[src/rtl/gbp_pkg.sv]
// Shared types, constants and lighting functions of the gradient and bevel pixel generator.
// No dependencies; every other file in rtl imports this package.
package gbp_pkg;

   localparam int COORD_BITS = 12;
   localparam int DIM_W      = 13;
   localparam int CHAN_W     = 8;
   localparam int COLOR_W    = 24;
   localparam int OPND_W     = (COORD_BITS > DIM_W) ? COORD_BITS : DIM_W;
   localparam int NUM_W      = CHAN_W + OPND_W;
   localparam int EXT_W      = OPND_W + 2;
   localparam int DIV_STEPS  = CHAN_W;
   localparam int NCHAN      = 3;

   localparam logic [2:0] REG_WIDTH  = 3'd0;
   localparam logic [2:0] REG_HEIGHT = 3'd1;
   localparam logic [2:0] REG_START  = 3'd2;
   localparam logic [2:0] REG_END    = 3'd3;
   localparam logic [2:0] REG_BORDER = 3'd4;
   localparam logic [2:0] REG_GRAD   = 3'd5;
   localparam logic [2:0] REG_RELIEF = 3'd6;
   localparam logic [2:0] REG_EDGE   = 3'd7;

   localparam logic [1:0] GRAD_VERT  = 2'd0;
   localparam logic [1:0] GRAD_DIAG  = 2'd1;
   localparam logic [1:0] GRAD_CROSS = 2'd2;

   localparam logic [1:0] RELIEF_FLAT   = 2'd0;
   localparam logic [1:0] RELIEF_RAISED = 2'd1;

   localparam logic [1:0] EDGE_BORDER = 2'd1;
   localparam logic [1:0] EDGE_BEVEL1 = 2'd2;
   localparam logic [1:0] EDGE_BEVEL2 = 2'd3;

   typedef struct packed {
      logic [DIM_W-1:0]   width;
      logic [DIM_W-1:0]   height;
      logic [COLOR_W-1:0] start_color;
      logic [COLOR_W-1:0] end_color;
      logic [COLOR_W-1:0] border_color;
      logic [1:0]         gradient_mode;
      logic [1:0]         relief_mode;
      logic [1:0]         edge_style;
   } cfg_type;

   typedef struct packed {
      logic oor;
      logic up;
      logic down;
      logic border;
   } side_type;

   function automatic logic [CHAN_W-1:0] brighten(input logic [CHAN_W-1:0] v);
      logic [CHAN_W:0] t;
      t = {1'b0, v} + {2'b0, v[CHAN_W-1:1]};
      return t[CHAN_W] ? {CHAN_W{1'b1}} : t[CHAN_W-1:0];
   endfunction

   function automatic logic [CHAN_W-1:0] darken(input logic [CHAN_W-1:0] v);
      return {1'b0, v[CHAN_W-1:1]} + {2'b0, v[CHAN_W-1:2]};
   endfunction

   function automatic logic [CHAN_W-1:0] light(input logic [CHAN_W-1:0] v, input logic up,
                                               input logic down, input logic raised);
      logic [CHAN_W-1:0] r;
      if (up && down) begin
         r = darken(brighten(v));
      end else if (up) begin
         r = raised ? brighten(v) : darken(v);
      end else if (down) begin
         r = raised ? darken(v) : brighten(v);
      end else begin
         r = v;
      end
      return r;
   endfunction

endpackage

[src/rtl/gbp_div.sv]
// Pipelined restoring divider, one quotient bit per stage, quotient below 256.
// Depends on gbp_pkg.
module gbp_div import gbp_pkg::*; (
   input  logic              clock,
   input  logic              advance,
   input  logic [NUM_W-1:0]  num,
   input  logic [DIM_W-1:0]  divisor,
   output logic [CHAN_W-1:0] quot
);

   logic [DIV_STEPS-1:0][NUM_W-1:0]  rem_ff, rem_in;
   logic [DIV_STEPS-1:0][CHAN_W-1:0] q_ff, q_in;
   logic [NUM_W-1:0]  src_rem, trial;
   logic [CHAN_W-1:0] src_q;

   always_comb begin
      for (int i = 0; i < DIV_STEPS; i++) begin
         if (i == 0) begin
            src_rem = num;
            src_q   = '0;
         end else begin
            src_rem = rem_ff[i-1];
            src_q   = q_ff[i-1];
         end
         trial = NUM_W'(divisor) << (DIV_STEPS - 1 - i);
         if (src_rem >= trial) begin
            rem_in[i] = src_rem - trial;
            q_in[i]   = src_q | (CHAN_W'(1) << (DIV_STEPS - 1 - i));
         end else begin
            rem_in[i] = src_rem;
            q_in[i]   = src_q;
         end
      end
   end

   always_ff @(posedge clock) begin
      if (advance) begin
         rem_ff <= rem_in;
         q_ff   <= q_in;
      end
   end

   assign quot = q_ff[DIV_STEPS-1];

endmodule

[config.mk]
export PLATFORM = sky130hd
export DESIGN_NAME = gbp_div
export DESIGN_NICKNAME = d
export VERILOG_FILES = /design/src/rtl/gbp_pkg.sv /design/src/rtl/gbp_div.sv
export SDC_FILE = /design/constraint.sdc
export NUM_CORES = 1
export LEC_CHECK = 0
export BUFFER_PORTS_ARGS = -buffer_cell sky130_fd_sc_hd__buf_2
export CORE_MARGIN = 10
export CORE_UTILIZATION = 50
export CTS_CLUSTER_DIAMETER = 100
export DETAILED_ROUTE_END_ITERATION = 16
export PLACE_DENSITY = 0.64
export RECOVER_POWER = 100
export REMOVE_ABC_BUFFERS = 1
export SYNTH_ARGS = -nofsm -noshare
export SYNTH_HDL_FRONTEND = slang
export SYNTH_SLANG_ARGS = --single-unit
[constraint.sdc]
create_clock -name clock -period 4 [get_ports clock]
set_clock_uncertainty 0.05 [all_clocks]
set_input_delay 0.6 -clock clock [delete_from_list [all_inputs] [get_ports clock]]
set_output_delay 0.6 -clock clock [all_outputs]
set_load 0.03 [all_outputs]
==> out/metrics.yaml <==
status:
  status: "finished, violations left"
  failed_checks: "capacitance limit, slew limit"
grt:
  grt_use_total: 0.166
  grt_max_degree: 90
  antenna_found_initial: 0
  grt_pass1_vias: 8602
  grt-ovfl-total: 0
  grt_pass1_wl_um: 41300
critical_path:
  required_ns: 4.12
  worstPathCellList: "buf_2, inv_1, clkbuf_1, ha_1, a21o_1, a21o_1, or4_1, a21oi_1, o31a_2, inv_1, mux2_2"
  cp-start-kind: "input pin"
  worstSetupPathType: "in2reg"
  arrival_ns: 3.69
  critical_path.slowest_cell: "clkbuf_1"
  worstPathMaxFanout: 24
  cp-end-kind: "flip-flop"
  slowest_delay_ns: 0.49
placed_design:
  gp_congestion: 0.855
  dp_hpwl_um: 19600
  place.port_buffers: 43
synthesis:
  synth_edf_count: 183
  synthesis.area_um2: 11900
  synthDistinctLibCells: 72
  synth.ff_latch_count: 183
  avgSynthCellArea_um2: 10.8
  netlist_instances: 1098
  synth-seq-area-share: 0.462
  yosys_warnings: 0
  async_flop_share: 0
  ys.flop_type: "edfxtp_1"
layout:
  syn2layout_area_growth_pct: 9.98
  mostFrequentLayoutCell: "edfxtp_1"
  final_cell_mix: "edfxtp_1 (183), ha_1 (104), a21oi_1 (89)"
  diodes: 0
  drive_gt1_frac: 0.0992
  nNetsFinal: 1314
routing:
  viasPerCell: 5.66
  drt-total-wl_um: 24900
  ant_nets: 0
  remaining_drc_errors: 0
  wl_per_cell_um: 16.6
  first_pass_iters: 5
  drt_iter0_drc: 519
  vias: 8489
cts:
  cts-resized-gates: 0
  cts_tree: "built"
  clock_latency_ns: 0.43
  cts.sinks: 183
  cts_root_buf: "clkbuf_16"
  cts_setup_buffers: 0
  cts_buffers: 17
  cts.hold.buffers_added: 0
  clkSlewWorstSetupHoldPaths_ns: 0.08
  h-tree-depth: 4
  clk_path_buf_depth: 2
pwr:
  power_uw: 7820
  max-vdd-ir-drop_uv: 306
  powerDensity_nw_per_um2: 597
  static-leakage-power_uw: 0.00508
timing:
  relSlewSlack: -0.432
  hold_viol_final: 0
  tightest_slew_ns: 2.15
  setup_violations: 0
  period_share: 0.893
  period_minus_slack_ns: 3.57
  clock.fmax_mhz: 280
  fin_tns_setup_ns: 0
  slew_violations: 90
  rsz0062_at_grt: "no"
floorplanning:
  die_area_um2: 30400
  die_h_um: 174
  io_pins: 44
  die_w_um: 174
  rows: 56
  core_area_um2: 23500
  start_util: 0.507
hold_path:
  hold_path.class: "in2reg"
run:
  maxCapViolCount: 1
cell type report:
cell class	count	area (um^2)
Clock buffer	18	429
Clock inverter	14	155
Fill cell	2041	10400
Inverter	45	169
Multi-Input combinational cell	845	6040
Sequential cell	183	5500
Tap cell	319	399
Timing Repair Buffer	75	397
per-stage QoR:
step / util / std cells / hold slack, ns / setup slack, ns / instance area [um^2]
finish: 0.557 / 1499 / 0.311 / 0.429 / 13100
global route: 0.557 / 1499 / 0.293 / 0.286 / 13100
CTS: 0.562 / 1499 / 0.295 / 0.728 / 13200
detailed placement: 0.537 / 1467 / 0.355 / 0.320 / 12600
global placement: 0.537 / 1467 / 0.351 / 0.394 / 12600
floorplan: - / 1073 / 0.350 / 0.0553 / 11700
cells by family after synthesis:
kind of cell,Yosys count,synth area share
buf+inv,70,0.0284
compound gates,299,0.159
fa+ha+maj,111,0.121
flops,183,0.462
xor+xnor,83,0.0611
simple gates,316,0.134
mux,36,0.0336
synthesized netlist by cell type, drive strengths merged (4+ instances only):
master	instances	area share
mux2i	5	0.0042
and2	4	0.0021
a211oi	9	0.0057
o31a	8	0.0060
nand4	14	0.0074
nor2	78	0.025
mux2	31	0.029
a21oi	90	0.039
or3	9	0.0047
fa	7	0.012
nor3	25	0.011
inv	45	0.014
and3	8	0.0042
o211ai	4	0.0029
a21boi	6	0.0038
nor4b	6	0.0049
o31ai	8	0.0050
a31oi	4	0.0021
a211o	5	0.0037
o21ai	79	0.034
xnor2	48	0.035
o21a	24	0.015
buf	21	0.013
nor2b	18	0.0095
nor4	15	0.0079
a21o	32	0.020
xor2	35	0.026
or4	9	0.0060
edfxtp	183	0.46
o21bai	4	0.0025
nand2b	16	0.0084
clkbuf	4	0.0013
ha	104	0.11
nand2	84	0.027
nand3	14	0.0059
per-layer routing:
metal / wire, um / global-route usage / vias up
met2: 12700 / 0.305 / 159
li1: - / - / 4299
met1: 10600 / 0.187 / 3995
met5: 0 / 0 / -
met4: 776 / 0.0702 / 0
met3: 791 / 0.0245 / 36
critical path, delay by kind of cell:
| family | cells | cell delay [ns] |
|---|---|---|
| AOI/OAI and AO/OA | 4 | 0.74 |
| and+or+nand+nor | 1 | 0.47 |
| buffers and inverters | 4 | 1.05 |
| adders and majority gates | 1 | 0.40 |
| muxes | 1 | 0.41 |
sequential cells by signal (all words and copies together), names as in the netlist:
| name | flops |
|---|---|
| rem_ff | 126 |
| src_q | 7 |
| quot | 8 |
| src_rem | 21 |
| q_ff | 21 |
path summary, 6_finish.rpt:
| path | cells past startpoint | end | slack, ns | start |
|---|---|---|---|---|
| worst max-delay path | 11 | rem_ff[91] | 0.43 | divisor[11] |
| worst min-delay path | 1 | rem_ff[0] | 0.31 | num[0] |
| worst max register to register | 10 | rem_ff[91] | 0.60 | rem_ff[66] |
| worst min register to register | 0 | q_ff[47] | 0.37 | q_ff[39] |
power breakdown:
group | switching, uW | internal [uW]
clock network | 800 | 839
registers | 279 | 2820
logic | 1640 | 1440
Note: power is estimated with default switching activity, not from simulation.
