## src/rtl/gbp_pkg.sv

```systemverilog
// Shared types, constants and lighting functions of the gradient and bevel pixel generator.
// No dependencies; every other file in rtl imports this package.
package gbp_pkg;

   localparam int COORD_BITS = 12;
   localparam int DIM_W      = 13;
   localparam int CHAN_W     = 8;
   localparam int COLOR_W    = 24;
   localparam int OPND_W     = (COORD_BITS > DIM_W) ? COORD_BITS : DIM_W;
   localparam int NUM_W      = CHAN_W + OPND_W;
   localparam int EXT_W      = OPND_W + 2;
   localparam int DIV_STEPS  = CHAN_W;
   localparam int NCHAN      = 3;

   localparam logic [2:0] REG_WIDTH  = 3'd0;
   localparam logic [2:0] REG_HEIGHT = 3'd1;
   localparam logic [2:0] REG_START  = 3'd2;
   localparam logic [2:0] REG_END    = 3'd3;
   localparam logic [2:0] REG_BORDER = 3'd4;
   localparam logic [2:0] REG_GRAD   = 3'd5;
   localparam logic [2:0] REG_RELIEF = 3'd6;
   localparam logic [2:0] REG_EDGE   = 3'd7;

   localparam logic [1:0] GRAD_VERT  = 2'd0;
   localparam logic [1:0] GRAD_DIAG  = 2'd1;
   localparam logic [1:0] GRAD_CROSS = 2'd2;

   localparam logic [1:0] RELIEF_FLAT   = 2'd0;
   localparam logic [1:0] RELIEF_RAISED = 2'd1;

   localparam logic [1:0] EDGE_BORDER = 2'd1;
   localparam logic [1:0] EDGE_BEVEL1 = 2'd2;
   localparam logic [1:0] EDGE_BEVEL2 = 2'd3;

   typedef struct packed {
      logic [DIM_W-1:0]   width;
      logic [DIM_W-1:0]   height;
      logic [COLOR_W-1:0] start_color;
      logic [COLOR_W-1:0] end_color;
      logic [COLOR_W-1:0] border_color;
      logic [1:0]         gradient_mode;
      logic [1:0]         relief_mode;
      logic [1:0]         edge_style;
   } cfg_type;

   typedef struct packed {
      logic oor;
      logic up;
      logic down;
      logic border;
   } side_type;

   function automatic logic [CHAN_W-1:0] brighten(input logic [CHAN_W-1:0] v);
      logic [CHAN_W:0] t;
      t = {1'b0, v} + {2'b0, v[CHAN_W-1:1]};
      return t[CHAN_W] ? {CHAN_W{1'b1}} : t[CHAN_W-1:0];
   endfunction

   function automatic logic [CHAN_W-1:0] darken(input logic [CHAN_W-1:0] v);
      return {1'b0, v[CHAN_W-1:1]} + {2'b0, v[CHAN_W-1:2]};
   endfunction

   function automatic logic [CHAN_W-1:0] light(input logic [CHAN_W-1:0] v, input logic up,
                                               input logic down, input logic raised);
      logic [CHAN_W-1:0] r;
      if (up && down) begin
         r = darken(brighten(v));
      end else if (up) begin
         r = raised ? brighten(v) : darken(v);
      end else if (down) begin
         r = raised ? darken(v) : brighten(v);
      end else begin
         r = v;
      end
      return r;
   endfunction

endpackage

```

## src/rtl/gbp_front.sv

```systemverilog
// Input register, range check, edge classification and gradient numerator products.
// Depends on gbp_pkg.
module gbp_front import gbp_pkg::*; (
   input  logic                             clock,
   input  logic                             reset,
   input  logic                             advance,
   input  cfg_type                          cfg,
   input  logic                             in_valid,
   input  logic [COORD_BITS-1:0]            in_column,
   input  logic [COORD_BITS-1:0]            in_row,
   output logic                             out_valid,
   output side_type                         out_side,
   output logic [NCHAN-1:0][NUM_W-1:0]      out_numc,
   output logic [NCHAN-1:0][NUM_W-1:0]      out_numr
);

   logic                        a_valid_ff;
   logic [COORD_BITS-1:0]       a_col_ff, a_row_ff;
   logic                        b_valid_ff;
   side_type                    b_side_ff, b_side_in;
   logic [NCHAN-1:0][NUM_W-1:0] b_numc_ff, b_numc_in, b_numr_ff, b_numr_in;

   logic [EXT_W-1:0]  x_e, y_e, w_e, h_e, cx_e;
   logic [OPND_W-1:0] xsel;
   logic              flat, bevel1, bevel2;
   logic [CHAN_W-1:0] s, e, mag;

   always_comb begin
      x_e    = EXT_W'(a_col_ff);
      y_e    = EXT_W'(a_row_ff);
      w_e    = EXT_W'(cfg.width);
      h_e    = EXT_W'(cfg.height);
      cx_e   = w_e - EXT_W'(1) - x_e;
      xsel   = (cfg.gradient_mode == GRAD_CROSS) ? cx_e[OPND_W-1:0] : x_e[OPND_W-1:0];
      flat   = (cfg.relief_mode == RELIEF_FLAT);
      bevel1 = !flat && (cfg.edge_style == EDGE_BEVEL1);
      bevel2 = !flat && (cfg.edge_style == EDGE_BEVEL2);

      b_side_in.oor    = (x_e >= w_e) || (y_e >= h_e);
      b_side_in.border = flat && (cfg.edge_style == EDGE_BORDER) &&
                         ((x_e == '0) || (y_e == '0) ||
                          (x_e + EXT_W'(1) == w_e) || (y_e + EXT_W'(1) == h_e));
      b_side_in.up   = 1'b0;
      b_side_in.down = 1'b0;
      if (bevel1) begin
         if ((x_e >= EXT_W'(1)) && (x_e + EXT_W'(2) <= w_e)) begin
            b_side_in.up   = (y_e == '0);
            b_side_in.down = (y_e + EXT_W'(1) == h_e);
         end else begin
            b_side_in.up   = (x_e == '0);
            b_side_in.down = (x_e + EXT_W'(1) == w_e);
         end
      end else if (bevel2) begin
         if ((x_e >= EXT_W'(2)) && (x_e + EXT_W'(3) <= w_e)) begin
            b_side_in.up   = (y_e == EXT_W'(1));
            b_side_in.down = (y_e + EXT_W'(2) == h_e);
         end else if ((y_e >= EXT_W'(1)) && (y_e + EXT_W'(2) <= h_e)) begin
            b_side_in.up   = (x_e == EXT_W'(1));
            b_side_in.down = (x_e + EXT_W'(2) == w_e);
         end
      end

      for (int k = 0; k < NCHAN; k++) begin
         s   = cfg.start_color[CHAN_W*k +: CHAN_W];
         e   = cfg.end_color[CHAN_W*k +: CHAN_W];
         mag = (e >= s) ? (e - s) : (s - e);
         b_numc_in[k] = NUM_W'(mag) * NUM_W'(xsel);
         b_numr_in[k] = NUM_W'(mag) * NUM_W'(a_row_ff);
      end
   end

   always_ff @(posedge clock) begin
      if (reset) begin
         a_valid_ff <= 1'b0;
         b_valid_ff <= 1'b0;
      end else if (advance) begin
         a_valid_ff <= in_valid;
         b_valid_ff <= a_valid_ff;
      end
   end

   always_ff @(posedge clock) begin
      if (advance) begin
         a_col_ff  <= in_column;
         a_row_ff  <= in_row;
         b_side_ff <= b_side_in;
         b_numc_ff <= b_numc_in;
         b_numr_ff <= b_numr_in;
      end
   end

   assign out_valid = b_valid_ff;
   assign out_side  = b_side_ff;
   assign out_numc  = b_numc_ff;
   assign out_numr  = b_numr_ff;

endmodule

```

## config.mk

```make
export PLATFORM = sky130hd
export DESIGN_NAME = gbp_front
export DESIGN_NICKNAME = d
export VERILOG_FILES = /design/src/rtl/gbp_pkg.sv /design/src/rtl/gbp_front.sv
export SDC_FILE = /design/constraint.sdc
export NUM_CORES = 2
export LEC_CHECK = 0
export ABC_AREA = 1
export BUFFER_PORTS_ARGS = -buffer_cell sky130_fd_sc_hd__buf_2
export CAP_MARGIN = 20
export CORE_UTILIZATION = 24
export DETAILED_ROUTE_END_ITERATION = 16
export SKIP_CTS_REPAIR_TIMING = 1
export SLEW_MARGIN = 0
export SYNTH_ARGS = -nofsm -noshare
export SYNTH_HDL_FRONTEND = slang
export SYNTH_SLANG_ARGS = --single-unit
```

## constraint.sdc

```tcl
create_clock -name clock -period 15.24 [get_ports clock]
set_input_delay 3.81 -clock clock [delete_from_list [all_inputs] [get_ports clock]]
set_output_delay 3.81 -clock clock [all_outputs]
set_load 0.01 [all_outputs]
```

==> qor.txt <==
f_max = 101 MHz
core box area = 118000 um^2
fill count = 12807
WS Path Type = input port to register
status = finished clean
Synth cell types = 49
Post-Syn Area = 28700 um^2
min Tclk post-route = 9.93 ns
Die W = 348 um
CTS root buf = clkbuf_16
post-synthesis sequential area ratio = 15.9%
crit end category = register
Max Cap Violations = 0
initial core utilization = 24.3%
Overall Global Routing Usage = 14.2%
vias = 23489
Final ANT Viol Nets = 0
antenna violations before repair = 17
RSZ-0062 raised after global routing = false
Yosys reg bits = 153
die area = 121000 um^2
I/O Buffers = 235
Rows = 126
critical path fanouts, max = 21
CTS tree = done
die height = 348 um
nets@finish = 4605
clock buffer depth = 2
# clock sinks = 153
Syn Area/Cell = 8.14 um^2
family with the most delay on the worst path = adder cells
Fin. Hold Viols = 0
worst hold endpoint = out_valid
first-pass GRT wire length = 133000 um
Final setup violation count = 0
worst slew pin tran = 0.927 ns
cells after synthesis = 3524
share of the synthesized area in the top cell type = 26.9%
worst r2r src = a_col_ff[0]
crit path DAT = 10.21 ns
Yosys top cell by area = fa_1
gr ovfl total = 0
Hold Crit Class = register to register
Synth Flop Type = edfxtp_1
setup TNS = 0 ns
area of the multi-input gates = 21000 um^2
1st-pass router iterations = 5
Buf+Inv Stages, Crit Path = 6
hold_sp = a_valid_ff
Synth area leaders = fa_1, ha_1, edfxtp_1, inv_1, nand2_1
Area Growth Syn to Fin = 12.3%
drt drc = 0
Post-synth EDFFs = 151
relative slew slack = 38.1%
most frequent cells in the layout = inv_1, nand2_1, nor2_1, fa_1, ha_1
final worst-path cycle share = 65.2%
Critical R2R Capture = out_numc[15]
Critical Path RT = 15.52 ns
routed wire length = 84200 um
CTS Buf Count = 17
DR iter-0 viols = 1138
CP dominant cell by count = nand2_1
H-tree level count = 4
leading cell type in the layout, fill and taps excluded = inv_1
share of layout cells above drive strength 1 = 9.41%
pin count of the biggest net entering global routing = 92
Startpoint Class = input port
dpl hpwl = 69200 um
io pins = 263
worst hold path depth = 2
clock skew = 0.0128 ns
cells on worst reg2reg path = 22
register area = 4570 um^2
vias in the first global route = 24027
gpl congestion = 0.904
YS warnings = 0
pins over their slew limit = 0
worst skew pair latency = 0.52 ns
Synth async-reset ratio = 0%
drt wl/cell = 16.0 um
CP max stage cell = inv_1
clock slew at reported path FFs = 0.07 ns
Via density = 4.46
flop2flop setup slack = 7.95 ns
slowest stage delay, CP = 0.75 ns
==> registers in the layout (all words and copies together) (netlist names) <==
signal / cells
out_numc: 63
a_col_ff: 12
a_row_ff: 12
out_numr: 60
a_valid_ff: 1
out_valid: 1
out_side: 4
==> worst reg2reg max path, delay by kind of cell, from the launching register on <==
kind                       cells  cell delay (ns)
DFF                            1             0.64
AOI/OAI and AO/OA              5             1.12
buffers and inverters          4             1.04
adders and majority gates      7             3.25
and+or+nand+nor                6             1.01
==> Yosys cell counts (4+ instances only) <==
library cell  instances
inv_1               673
nand2_1             617
nor2_1              506
fa_1                385
ha_1                371
a21oi_1             153
edfxtp_1            151
xor2_1              133
nand3_1             113
o21ai_0              77
buf_2                49
clkbuf_1             37
nand4_1              34
xnor2_1              34
inv_2                21
nor3_1               18
a21o_1               16
a31oi_1              16
o21bai_1             16
o21ai_1              11
clkinv_1              9
nand2_2               9
a21boi_0              7
buf_4                 7
buf_6                 5
nand3b_1              5
o21a_1                5
nand3_2               4
==> cell families (layout without fill, tap and decap cells) <==
| logic type | Yosys count | in the layout | share of synthesized area (%) |
|---|---|---|---|
| flops | 153 | 153 | 15.9 |
| fa+ha+maj | 756 | 756 | 43.0 |
| buf+inv | 805 | 1009 | 11.0 |
| simple gates | 1323 | 1323 | 18.6 |
| compound gates | 316 | 316 | 6.13 |
| xor+xnor | 170 | 170 | 5.33 |
| other cells | 1 | 6 | 0.0131 |
==> worst max path at each step <==
stage	start	slack, ns	depth (start not counted)	to
3_5_place_dp	cfg[93]	4.80	28	out_numc[15]
5_1_grt	cfg[93]	4.86	28	out_numc[41]
3_3_place_gp	cfg[93]	4.81	28	out_numc[15]
6_report	cfg[93]	5.31	28	out_numc[15]
2_1_floorplan	cfg[30]	6.07	27	out_numc[15]
4_1_cts	cfg[93]	5.35	28	out_numc[15]
==> per-layer routing <==
metal | global-route usage [%] | vias up | part of all wire (%)
li1 | - | 11282 | -
met1 | 17.3 | 11374 | 42
met2 | 24.2 | 653 | 48
met3 | 3.06 | 164 | 6.4
met4 | 5.65 | 16 | 3.2
met5 | 0 | - | 0.099
==> layout make-up <==
type	instances	share of cell area (%)
clock inverters	15	0.594
diodes	3	0.0233
multi-input cells	2568	65.1
inverters	703	8.19
well taps	1536	5.96
clock buffers	17	1.32
flip-flops and latches	153	14.2
repair buffers	274	4.58
==> metrics by stage <==
stage               cell area [um^2]  hold WS, ns  worst slack (ns)  util, %  instances
detailed placement             31600        0.450              4.80     26.7       5234
floorplan                      28700        0.430              6.07        -       3526
global route                   32200        0.469              4.86     27.3       5267
global placement               31600        0.437              4.81     26.7       5234
CTS                            32200        0.460              5.35     27.3       5266
finish                         32200        0.458              5.31     27.3       5269
Power is left out: the tool's default activity adds up to more than one toggle a clock period on the data nets, which glitch-free logic cannot reach.
