[src/rtl/gbp_pkg.sv]
// Shared types, constants and lighting functions of the gradient and bevel pixel generator.
// No dependencies; every other file in rtl imports this package.
package gbp_pkg;

   localparam int COORD_BITS = 12;
   localparam int DIM_W      = 13;
   localparam int CHAN_W     = 8;
   localparam int COLOR_W    = 24;
   localparam int OPND_W     = (COORD_BITS > DIM_W) ? COORD_BITS : DIM_W;
   localparam int NUM_W      = CHAN_W + OPND_W;
   localparam int EXT_W      = OPND_W + 2;
   localparam int DIV_STEPS  = CHAN_W;
   localparam int NCHAN      = 3;

   localparam logic [2:0] REG_WIDTH  = 3'd0;
   localparam logic [2:0] REG_HEIGHT = 3'd1;
   localparam logic [2:0] REG_START  = 3'd2;
   localparam logic [2:0] REG_END    = 3'd3;
   localparam logic [2:0] REG_BORDER = 3'd4;
   localparam logic [2:0] REG_GRAD   = 3'd5;
   localparam logic [2:0] REG_RELIEF = 3'd6;
   localparam logic [2:0] REG_EDGE   = 3'd7;

   localparam logic [1:0] GRAD_VERT  = 2'd0;
   localparam logic [1:0] GRAD_DIAG  = 2'd1;
   localparam logic [1:0] GRAD_CROSS = 2'd2;

   localparam logic [1:0] RELIEF_FLAT   = 2'd0;
   localparam logic [1:0] RELIEF_RAISED = 2'd1;

   localparam logic [1:0] EDGE_BORDER = 2'd1;
   localparam logic [1:0] EDGE_BEVEL1 = 2'd2;
   localparam logic [1:0] EDGE_BEVEL2 = 2'd3;

   typedef struct packed {
      logic [DIM_W-1:0]   width;
      logic [DIM_W-1:0]   height;
      logic [COLOR_W-1:0] start_color;
      logic [COLOR_W-1:0] end_color;
      logic [COLOR_W-1:0] border_color;
      logic [1:0]         gradient_mode;
      logic [1:0]         relief_mode;
      logic [1:0]         edge_style;
   } cfg_type;

   typedef struct packed {
      logic oor;
      logic up;
      logic down;
      logic border;
   } side_type;

   function automatic logic [CHAN_W-1:0] brighten(input logic [CHAN_W-1:0] v);
      logic [CHAN_W:0] t;
      t = {1'b0, v} + {2'b0, v[CHAN_W-1:1]};
      return t[CHAN_W] ? {CHAN_W{1'b1}} : t[CHAN_W-1:0];
   endfunction

   function automatic logic [CHAN_W-1:0] darken(input logic [CHAN_W-1:0] v);
      return {1'b0, v[CHAN_W-1:1]} + {2'b0, v[CHAN_W-1:2]};
   endfunction

   function automatic logic [CHAN_W-1:0] light(input logic [CHAN_W-1:0] v, input logic up,
                                               input logic down, input logic raised);
      logic [CHAN_W-1:0] r;
      if (up && down) begin
         r = darken(brighten(v));
      end else if (up) begin
         r = raised ? brighten(v) : darken(v);
      end else if (down) begin
         r = raised ? darken(v) : brighten(v);
      end else begin
         r = v;
      end
      return r;
   endfunction

endpackage

[src/rtl/gbp_shade.sv]
// Gradient combine stage, then border, bevel lighting and range masking into the output register.
// Depends on gbp_pkg.
module gbp_shade import gbp_pkg::*; (
   input  logic                         clock,
   input  logic                         reset,
   input  logic                         advance,
   input  cfg_type                      cfg,
   input  logic                         in_valid,
   input  side_type                     in_side,
   input  logic [NCHAN-1:0][CHAN_W-1:0] in_qc,
   input  logic [NCHAN-1:0][CHAN_W-1:0] in_qr,
   output logic                         out_valid,
   output logic [NCHAN-1:0][CHAN_W-1:0] out_color,
   output logic                         out_oor
);

   logic                         s1_valid_ff;
   side_type                     s1_side_ff;
   logic [NCHAN-1:0][CHAN_W-1:0] s1_color_ff, s1_color_in;
   logic                         o_valid_ff;
   logic [NCHAN-1:0][CHAN_W-1:0] o_color_ff, o_color_in;
   logic                         o_oor_ff;

   logic [CHAN_W-1:0] s, e;
   logic [CHAN_W+1:0] tc, tr, sum, half, val;
   logic              neg, raised;

   always_comb begin
      for (int k = 0; k < NCHAN; k++) begin
         s    = cfg.start_color[CHAN_W*k +: CHAN_W];
         e    = cfg.end_color[CHAN_W*k +: CHAN_W];
         neg  = (e < s);
         tc   = neg ? ((CHAN_W+2)'(0) - {2'b0, in_qc[k]}) : {2'b0, in_qc[k]};
         tr   = neg ? ((CHAN_W+2)'(0) - {2'b0, in_qr[k]}) : {2'b0, in_qr[k]};
         sum  = tc + tr;
         half = $unsigned($signed(sum + {{(CHAN_W+1){1'b0}}, sum[CHAN_W+1]}) >>> 1);
         case (cfg.gradient_mode) inside
            GRAD_VERT:             val = {2'b0, s} + tr;
            GRAD_DIAG, GRAD_CROSS: val = {2'b0, s} + half;
            default:               val = '0;
         endcase
         s1_color_in[k] = val[CHAN_W-1:0];
      end

      raised = (cfg.relief_mode == RELIEF_RAISED);
      for (int k = 0; k < NCHAN; k++) begin
         if (s1_side_ff.oor) begin
            o_color_in[k] = '0;
         end else if (s1_side_ff.border) begin
            o_color_in[k] = cfg.border_color[CHAN_W*k +: CHAN_W];
         end else begin
            o_color_in[k] = light(s1_color_ff[k], s1_side_ff.up, s1_side_ff.down, raised);
         end
      end
   end

   always_ff @(posedge clock) begin
      if (reset) begin
         s1_valid_ff <= 1'b0;
         o_valid_ff  <= 1'b0;
      end else if (advance) begin
         s1_valid_ff <= in_valid;
         o_valid_ff  <= s1_valid_ff;
      end
   end

   always_ff @(posedge clock) begin
      if (advance) begin
         s1_side_ff  <= in_side;
         s1_color_ff <= s1_color_in;
         o_color_ff  <= o_color_in;
         o_oor_ff    <= s1_side_ff.oor;
      end
   end

   assign out_valid = o_valid_ff;
   assign out_color = o_color_ff;
   assign out_oor   = o_oor_ff;

endmodule

[config.mk]
export PLATFORM = sky130hd
export DESIGN_NAME = gbp_shade
export DESIGN_NICKNAME = d
export VERILOG_FILES = /design/src/rtl/gbp_pkg.sv /design/src/rtl/gbp_shade.sv
export SDC_FILE = /design/constraint.sdc
export NUM_CORES = 1
export LEC_CHECK = 0
export ABC_CLOCK_PERIOD_IN_PS = 6900
export BUFFER_PORTS_ARGS = -buffer_cell sky130_fd_sc_hd__buf_2
export CELL_PAD_IN_SITES_DETAIL_PLACEMENT = 2
export CELL_PAD_IN_SITES_GLOBAL_PLACEMENT = 2
export CORE_MARGIN = 10
export CORE_UTILIZATION = 34
export CTS_CLUSTER_DIAMETER = 150
export DETAILED_ROUTE_END_ITERATION = 12
export GPL_ROUTABILITY_DRIVEN = 0
export PLACE_DENSITY = 0.88
export SLEW_MARGIN = 20
export SYNTH_ARGS = -nofsm -noshare
export SYNTH_HDL_FRONTEND = slang
export SYNTH_SLANG_ARGS = --single-unit
export TNS_END_PERCENT = 5
[constraint.sdc]
create_clock -name clock -period 6.9 [get_ports clock]
set_clock_uncertainty 0.15 [all_clocks]
set_input_delay 1.38 -clock clock [delete_from_list [all_inputs] [get_ports clock]]
set_output_delay 1.38 -clock clock [all_outputs]
set_load 0.005 [all_outputs]
==> results.md, run 1 <==
* Status: complete, no violations
* Power density over the cells at approximately 500 mW/mm2
* Int Pwr at ~2.7 mW
* Minimum clock period at around 6.7 ns
* Post-synthesis instance total at ~1200
* Layout net count at 1709
* Comb power frac at a little over four fifths
* Slew headroom at around a third
* Max-Cap Viols at 0
* Commonest non-fill, non-tap cell in the layout: buf_2
* Worst R2R Setup Slack at 2.41 ns
* Initial antenna violation count at 1
* Maximum clock path buffer count at 2
* Layout cells sized above 1 at between 15 and 20%
* Layout area overhead at 14.82%
* Area of the mapped netlist at between 0.01 and 0.015 mm2
* Yosys reg bits at 55
* Part of the cycle the worst path needs at 96.87%
* Worst-path clk slew at 0.07 ns
* Min-Delay Endpoint: s1_valid_ff
* CTS H-tree depth at 2
* Largest net degree at the start of global routing at 56
* CORE AREA at ~0.029 mm2
* Worst EP required at between 6 and 7 ns
* Share of total power in the clock network at 5.2%
* Mean Syn Cell Area at between 8 and 9 um2
* Number of global-route vias before repair at around 11000
* Setup Viol. Count Final at 0
* Wire length per cell at between 20 and 25 um
* Placed Cells at between 1500 and 2000
* TritonCTS clock tree: done
* HPWL Detailed at between 30 and 40 mm
* R2r startpoint: s1_color_ff[17]
* Distinct cell type count after synthesis at slightly below 90
* CTS Hold Buffers Added at 0
* DRC at 0
* Final number of max-transition violations at 0
* Max Fanout on Critical Path at 9
* CTS root buffer: clkbuf_16
* Via Count at about 10000
* WS Path Type: input port to register
* CTS sink cnt at 55
* Critical Path Start Type: input port
* Reg-to-Reg End: out_color[20]
* Die width at ~190 um
* Ports at ~190
* TNS Setup at 0 ns
* Reg2Reg Depth at 18
* Die Area at 0.03704 mm2
* # Post-CTS Setup Buffers at 0
* Most frequent cells in the layout: buf_2 (157), ha_1 (148), inv_1 (112)
* Leak Pwr at between 5 and 6 nW
* Hold path depth at 2
* Die H at between 150 and 200 um
* Post-route ant nets at 0
* Sequential Power Share at 10.2%
* Syn_nets at about 1600
* VDD IR max at approximately 0.23 mV
* Ys flop type: edfxtp_1
* Fin. Hold Viols at 0
* Least-Margin Pin Slew at just under 1 ns
* Final non-filler cell total at between 1500 and 2000
* Initial DRC count at just over 400
* Buffers on Ports at about 160
* Crit path DAT at about 6.6 ns
* Min-delay src: s1_valid_ff
* Synth Warn # at 0
* Achievable Freq at roughly 150 MHz
* Overflow after GRT at 0
* Post-synthesis async set-or-reset flop share at 0%
* Filler cells at approximately 3500
* Vias per Instance at about 5.6
* Util after Layout at approximately two fifths
* Count of flip-flops with a built-in enable after synthesis at between 50 and 60
* GRT Util Overall at roughly a fifth
* Total length of routed wires at approximately 37 mm
* CTS resizes at 0
* Global-route wire length before repair at approximately 60 mm
* Worst min-delay path class: register to register
* DRT Pass-1 Iters at 5
* Worst skew pair latency at ~0.31 ns
* CTS buffer count at 5
* Worst setup EP type: register
* Sw power at 3.086 mW
* Net Sw Frac at between 50% and 60%
* Sequential area share after synthesis at ~16%
* Row cnt at 63
* Initial Util at between 30% and 40%
## cell type report
type / count / area [um2] / share of cell area [%]
diodes: 1 / 2.502 / 0.02155
well taps: 390 / 488.0 / 4.203
clock buffers: 6 / 128.9 / 1.110
clock inverters: 2 / 37.54 / 0.3233
inverters: 112 / 420.4 / 3.621
multi-input cells: 1026 / 7921 / 68.22
repair buffers: 183 / 980.9 / 8.448
flip-flops and latches: 55 / 1632 / 14.05
## layer usage
metal  wire [um]  track usage [%]  vias up  part of all wire (%)
li1            -                -     4811                     -
met1       16050            23.86     4944                    43
met2       18830            36.32      201                    51
met3        1638            2.747       27                   4.4
met4         401            3.339        2                   1.1
met5          13                0        -                 0.035
## cell families after synthesis
family | count (synthesis) | share of synthesized area [%]
adder cells (fa/ha/maj) | 166 | 21.88
AO/OA/AOI/OAI | 384 | 26.68
AND/OR/NAND/NOR | 325 | 15.92
XOR/XNOR | 146 | 13.13
flip-flops | 55 | 16.13
buffers and inverters | 151 | 5.754
multiplexers | 5 | 0.5073
## flip-flops by register name (all words and copies together), names as in the netlist
| signal | flops |
|---|---|
| s1_side_ff | 4 |
| s1_valid_ff | 1 |
| out_oor | 1 |
| out_color | 24 |
| out_valid | 1 |
| s1_color_ff | 24 |
## critical path: stages
cell       delay, ns
buf_2           0.13
inv_1           0.05
ha_1            0.31
a21o_1          0.19
a2111oi_1       0.44
o21ai_1         0.27
nand2_2         0.23
nand2_1         0.09
xnor2_1         0.23
ha_1            0.33
a21oi_1         0.24
nor3_1          0.12
a211oi_1        0.41
nand4_1         0.17
xnor2_1         0.28
ha_1            0.30
a21o_1          0.18
a21oi_1         0.24
o21ai_1         0.15
nor4_1          0.18
nor3_1          0.11
xnor3_1         0.41
o22ai_1         0.10
## cell usage after synthesis (all sizes together), types with 9 or more instances
master	n	area, um2
nand2	87	329.1
a211oi	25	197.7
clkbuf	27	101.4
or3	10	62.56
a31oi	12	81.33
o211ai	9	67.56
a221oi	9	78.83
xnor2	80	708.2
and3	9	56.30
nor2	92	347.8
ha	148	1852
nor3	26	130.1
o21bai	22	165.2
a21oi	73	365.4
xor2	63	551.8
inv	112	420.4
a21o	43	322.8
nand3	20	105.1
a2111oi	21	240.2
o22ai	14	87.58
nor2b	22	137.6
o21a	9	68.82
edfxtp	53	1592
nand2b	16	100.1
o21ai	77	396.6
fa	18	360.4
buf	12	60.06
## how the worst max path moves through the flow
stage / end / depth (start not counted) / start / slack, ns
2_1_floorplan: s1_color_ff[15] / 25 / cfg[66] / 0.51
3_3_place_gp: s1_color_ff[15] / 24 / cfg[66] / 0.17
3_5_place_dp: s1_color_ff[7] / 22 / cfg[58] / -0.19
4_1_cts: s1_color_ff[7] / 22 / cfg[58] / 0.12
5_1_grt: s1_color_ff[23] / 26 / cfg[77] / -0.004
6_report: s1_color_ff[7] / 23 / cfg[58] / 0.22
## through the flow
step | instance area, um2 | hold WS [ns] | worst slack (ns) | power (mW)
2_1_floorplan | 10110 | 0.2744 | 0.5105 | 4.203
3_3_place_gp | 11420 | 0.3218 | 0.1722 | 5.114
3_5_place_dp | 11420 | 0.3468 | -0.1893 | 5.453
4_1_cts | 11590 | 0.3638 | 0.1220 | 5.804
5_1_grt | 11610 | 0.4055 | -0.003656 | 6.430
6_report | 11610 | 0.3553 | 0.2157 | 5.820
## power by group through the flow
stage	clock network (mW)	registers [mW]	logic, mW
final	0.301	0.595	4.92
after global routing	0.321	0.606	5.50
after CTS	0.311	0.595	4.90
after detailed placement	0	0.603	4.85
after global placement	0	0.596	4.52
after floorplan	0	0.563	3.64
(Power assumes the default switching activity.)
==> run 2, diff against run 1 <==
Settings changed: RECOVER_POWER set to 25.
==> run 2 against run 1 <==
Compared with the run above:
- the run now ends with capacitance limit, slew limit left
- die area stayed put
- routed wire length is 0.12% higher
- worst hold slack stayed put
- utilization hardly changed
- setup slack hardly changed
- largest power group unchanged
- power hardly changed
- first-iteration DRC count is 3.6% higher
- critical path depth stayed put
- clock power hardly changed
- largest cell class unchanged
==> results.md, run 2 (synthesized netlist as in run 1, its figures left out) <==
* Status: complete, but fails checks
* Failing checks: capacitance limit, slew limit
* Vias per Instance at 5.630 (about the same)
* Worst EP required at 6.77 ns (about the same)
* Reg-to-Reg End: out_color[20]
* Die width at 192.5 um (unchanged)
* WL met2 at 18.85 mm (+0.11%)
* Most frequent cells in the layout: buf_2 (157), ha_1 (148), inv_1 (112)
* Post-route ant nets at 0 (unchanged)
* Met1 WL at 16.14 mm (+0.52%)
* WS Path Type: input port to register
* Max Fanout on Critical Path at 9 (unchanged)
* DRT Pass-1 Iters at 5 (unchanged)
* GRT Util Overall at 19.67% (unchanged)
* # Post-CTS Setup Buffers at 0 (unchanged)
* Min-delay src: s1_valid_ff
* R2r startpoint: s1_color_ff[17]
* Worst skew pair latency at 0.31 ns (about the same)
* VDD IR max at 0.2320 mV (+0.31%)
* CTS H-tree depth at 2 (unchanged)
* Layout area overhead at 14.72% (about the same)
* CORE AREA at 0.02948 mm2 (unchanged)
* Fin. Hold Viols at 0 (unchanged)
* TNS Setup at 0 ns (unchanged)
* Hold Slack at 0.3553 ns (unchanged)
* Top Metal Used: met5
* Crit path DAT at 6.56 ns (about the same)
* Part of the cycle the worst path needs at 96.87% (about the same)
* Global-route wire length before repair at 59.12 mm (unchanged)
* Row cnt at 63 (unchanged)
* Via Count at 9987 (+0.020%)
* Worst setup EP type: register
* Initial Util at 34.30% (unchanged)
* Layout net count at 1709 (unchanged)
* Placed Cells at 1766 (unchanged)
* Hold path depth at 2 (unchanged)
* Max-Cap Viols at 1 (+1)
* HPWL Detailed at 31.32 mm (unchanged)
* Number of global-route vias before repair at 11110 (unchanged)
* Least-Margin Pin Slew at 3.113 ns (+2.139 ns)
* Commonest non-fill, non-tap cell in the layout: buf_2
* Die Area at 0.03704 mm2 (unchanged)
* Routed length on met3 at 1.575 mm (-3.8%)
* Worst-path clk slew at 0.07 ns (about the same)
* Wire length per cell at 20.84 um (+0.17%)
* Total length of routed wires at 36.98 mm (+0.12%)
* Worst R2R Setup Slack at 2.37 ns (-0.04 ns)
* Min-Delay Endpoint: s1_valid_ff
* Reg2Reg Depth at 18 (unchanged)
* Overflow after GRT at 0 (unchanged)
* Buffers on Ports at 157 (unchanged)
* TritonCTS clock tree: done
* Initial DRC count at 426 (+3.6%)
* Achievable Freq at 149.6 MHz (about the same)
* Power density over the cells at 501.7 mW/mm2 (about the same)
* Ports at 186 (unchanged)
* Worst min-delay path class: register to register
* DRC at 0 (unchanged)
* Final non-filler cell total at 1774 (-0.056%)
* Die H at 192.5 um (unchanged)
* Maximum clock path buffer count at 2 (unchanged)
* Largest net degree at the start of global routing at 56 (unchanged)
* Final number of max-transition violations at 56 (+56)
* Leak Pwr at 5.270 nW (-0.14%)
* CTS Hold Buffers Added at 0 (unchanged)
* CTS sink cnt at 55 (unchanged)
* ANT cells at 0 (-1)
* Setup Viol. Count Final at 0 (unchanged)
* CTS root buffer: clkbuf_16
* CTS buffer count at 5 (unchanged)
* Layout cells sized above 1 at 16.11% (-0.14 points)
* Minimum clock period at 6.684 ns (-0.00008600 ns)
* Initial antenna violation count at 1 (unchanged)
* Slew headroom at -107.6% (-140 points)
* Critical Path Start Type: input port
-- run 2: cell count changes in the layout (fill, tap and decap cells not counted), sizes merged --
| cell | change |
|---|---|
| diode | -1 |
| clkbuf | +2 |
| buf | -2 |
-- run 2: area by class of cell --
cell class	instances	area (um2)
fill	3470	17880
clock inverter	2	37.54
sequential	55	1632
tap	390	488.0
timing repair buffer	183	973.4
clock buffer	6	128.9
inverter	112	420.4
multi-input combinational	1026	7921
-- run 2: repair_timing --
action                                  4_1_cts  5_1_grt
gates resized for setup                       0       11
hold endpoints to repair                      0        0
endpoints found under the setup margin        0        4
-- run 2: worst max-delay path, stage by stage --
cell       delay (ns)
buf_2            0.13
inv_1            0.05
ha_1             0.31
a21o_1           0.19
a2111oi_1        0.44
o21ai_1          0.27
nand2_2          0.23
nand2_1          0.09
xnor2_1          0.23
ha_1             0.33
a21oi_1          0.24
nor3_1           0.12
a211oi_1         0.41
nand4_1          0.17
xnor2_1          0.28
ha_1             0.30
a21o_1           0.18
a21oi_1          0.24
o21ai_1          0.15
nor4_1           0.18
nor3_1           0.11
xnor3_1          0.41
o22ai_1          0.10
-- run 2: per-stage QoR --
stage	worst slack (ns)	instance area [um2]	util [%]	power (mW)
after floorplan	0.5105	10110	-	4.203
after global placement	0.1722	11420	38.74	5.114
after detailed placement	-0.1893	11420	38.74	5.453
after CTS	0.1220	11590	39.30	5.804
after global routing	-0.003656	11600	39.35	6.431
final	0.2158	11600	39.35	5.820
-- run 2: how the worst max path moves through the flow --
stage / start / to / slack [ns] / depth (start not counted)
floorplan: cfg[66] / s1_color_ff[15] / 0.51 / 25
global placement: cfg[66] / s1_color_ff[15] / 0.17 / 24
detailed placement: cfg[58] / s1_color_ff[7] / -0.19 / 22
CTS: cfg[58] / s1_color_ff[7] / 0.12 / 22
global route: cfg[77] / s1_color_ff[23] / -0.004 / 26
finish: cfg[58] / s1_color_ff[7] / 0.22 / 23
-- run 2: routing by layer --
layer  vias to the layer above  global-route usage [%]
li1                       4812                       -
met1                      4961                   23.86
met2                       185                   36.32
met3                        27                   2.747
met4                         2                   3.339
met5                         -                       0
-- run 2: power by group --
group / leakage [nW] / total, mW / switching, mW / internal, mW
combinational: 4.65 / 4.92 / 2.86 / 2.06
clock: 0.0771 / 0.301 / 0.129 / 0.172
sequential: 0.544 / 0.596 / 0.0959 / 0.500
==> run 3, diff against run 2 <==
Settings changed: CORE_MARGIN 10 to 2, SLEW_MARGIN 20 to 10.
==> run 3 against run 2 <==
Compared with the run above:
- the flow still finishes with violations (capacitance limit, slew limit)
- first-iteration DRC count is 5.2% lower
- sequential cell count unchanged
- clock power is 9.3% lower
- cell count fell by 0.17%
- register-to-register slack got worse by 0.11 ns
- maximum frequency increased by 1.4%
- non-clock buffer count is 3 lower
- critical path depth grew 1
- count of clock-buffer cells in the layout fell by 1
- sequential power about the same
- routed wire length is 3.7% lower
- cell area fell by 0.29%
==> results.md, run 3 (synthesized netlist as in run 1, its figures left out) <==
* Int Pwr at 2.694 mW (-1.5%)
* Critical Path Start Type: input port
* Met1 WL at 15.45 mm (-4.3%)
* Overflow after GRT at 0 (unchanged)
* Power density over the cells at 504.3 mW/mm2 (+0.51%)
* RSZ-0062 raised after global routing: no
* Vias per Instance at 5.654 (+0.44%)
* Layout net count at 1706 (-0.18%)
* Crit path DAT at 6.56 ns (about the same)
* Max-Cap Viols at 1 (unchanged)
* Setup Slack @ Placement at -0.1299 ns (+0.05944 ns)
* Filler cells at 3514 (+1.3%)
* Status: complete, but fails checks
* Die H at 176.5 um (-8.3%)
* Largest net degree at the start of global routing at 56 (unchanged)
* PnR Total Power at 5.833 mW (+0.22%)
* Die Area at 0.03114 mm2 (-16%)
* Buffers on Ports at 157 (unchanged)
* CTS H-tree depth at 2 (unchanged)
* HPWL Detailed at 29.71 mm (-5.1%)
* DRC at 0 (unchanged)
* Ports at 186 (unchanged)
* CORE AREA at 0.02948 mm2 (unchanged)
* WS Path Type: input port to register
* Die width at 176.5 um (-8.3%)
* Final non-filler cell total at 1771 (-0.17%)
* Share of total power in the clock network at 4.7% (-0.5 points)
* Hold Slack at 0.3711 ns (+0.01583 ns)
* Maximum clock path buffer count at 2 (unchanged)
* CTS Hold Buffers Added at 0 (unchanged)
* Row cnt at 63 (unchanged)
* Crit path top cell by count: ha_1
* Leak Pwr at 5.261 nW (-0.18%)
* Part of the cycle the worst path needs at 95.55% (-1.3 points)
* CTS sink cnt at 55 (unchanged)
* Initial Util at 34.30% (unchanged)
* Util after Layout at 39.24% (-0.11 points)
* Most frequent cells in the layout: buf_2 (157), ha_1 (148), inv_1 (112)
* Worst-path clk slew at 0.08 ns (about the same)
* CTS buffer count at 5 (unchanged)
* Max Fanout on Critical Path at 6 (-3)
* Top Metal Used: met4
* Sequential Power Share at 10.2% (about the same)
* Minimum clock period at 6.593 ns (-0.09145 ns)
* TNS Setup at 0 ns (unchanged)
* TritonCTS clock tree: done
* Total length of routed wires at 35.63 mm (-3.7%)
* Wire length per cell at 20.12 um (-3.5%)
* Sw power at 3.139 mW (+1.7%)
* Worst min-delay path class: register to register
* Final instance area at 0.01157 mm2 (-0.29%)
* Commonest non-fill, non-tap cell in the layout: buf_2
* Comb power frac at 85.1% (+0.5 points)
* Worst setup EP type: register
* Least-Margin Pin Slew at 3.178 ns (+0.06507 ns)
* Global-route wire length before repair at 57.58 mm (-2.6%)
* Failing checks: capacitance limit, slew limit
* Net Sw Frac at 53.81% (+0.80 points)
* Worst EP required at 6.87 ns (+0.10 ns)
* Final number of max-transition violations at 56 (unchanged)
* Layout cells sized above 1 at 15.86% (-0.25 points)
* Setup Viol. Count Final at 0 (unchanged)
* Smallest setup slack after layout at 0.3072 ns (+0.09145 ns)
* Initial DRC count at 404 (-5.2%)
* Layout area overhead at 14.39%
* Cells along the critical path: buf_2, inv_1, ha_1, a21o_1, a2111oi_1, o21ai_1, nand2_1, buf_4, nand2_1, o21ai_0, ha_1, a211oi_4, nor2_1, a31oi_1, nand4_1, xnor2_1, ha_1, a21o_1, a21oi_1, o21ai_0, nor4_1, nor3_1, xnor3_1, o22ai_1
* Achievable Freq at 151.7 MHz (+1.4%)
* Post-route ant nets at 0 (unchanged)
* WL met2 at 18.17 mm (-3.6%)
* Routed length on met3 at 1.389 mm (-12%)
* Worst path max stage delay at 0.45 ns (about the same)
* Critical-path top delay cell: a2111oi_1
* Initial antenna violation count at 0 (-1)
* Placed cell areas at 0.01140 mm2 (-0.20%)
* VDD IR max at 0.2012 mV (-13%)
* CTS root buffer: clkbuf_16
* Slew headroom at -111.9% (-4.3 points)
* Number of global-route vias before repair at 11190 (+0.69%)
* GRT Util Overall at 22.96% (+3.3 points)
* Fin. Hold Viols at 0 (unchanged)
* Placed Cells at 1763 (-0.17%)
* Via Count at 10010 (+0.27%)
* ANT cells at 0 (unchanged)
* DRT Pass-1 Iters at 5 (unchanged)
* Worst skew pair latency at 0.32 ns (about the same)
-- run 3: timing repair --
action / in CTS / in global routing
gates resized for setup: 0 / 9
buffers inserted: 0 / 0
setup endpoints to repair: 0 / 4
-- run 3: final cells by class --
type                    instances  area, um2  share of cell area, %
clock buffers                   5      125.1                  1.082
clock inverters                 3      22.52                 0.1947
inverters                     112      420.4                  3.634
multi-input cells            1026       7929                  68.55
flip-flops and latches         55       1632                  14.10
well taps                     390      488.0                  4.219
repair buffers                180      950.9                  8.221
-- run 3: path summary, 6_finish.rpt --
path | start | to | slack, ns | depth (start not counted)
setup / recovery | cfg[58] | s1_color_ff[7] | 0.31 | 24
hold / removal | s1_valid_ff | s1_valid_ff | 0.37 | 2
setup reg to reg | s1_color_ff[10] | out_color[13] | 2.26 | 15
hold reg to reg | s1_valid_ff | s1_valid_ff | 0.37 | 2
-- run 3: power by group through the flow --
stage	Combinational, mW	Sequential, mW	Clock [mW]
detailed placement	4.84	0.603	0
global route	5.55	0.605	0.290
finish	4.97	0.594	0.273
CTS	4.95	0.595	0.275
global placement	4.50	0.594	0
floorplan	3.64	0.563	0
-- run 3: layer usage --
layer	track usage, %	up-vias
met2	43.06	233
met4	5.544	0
met3	2.433	51
met1	27.90	4924
li1	-	4806
met5	0	-
-- run 3: worst max-delay path, delay by kind of cell --
family	cells	cell delay [ns]
adders and majority gates	3	0.92
AOI/OAI and AO/OA	10	2.49
xor gates and xnor gates	2	0.65
and+or+nand+nor	6	0.78
buffers and inverters	3	0.35
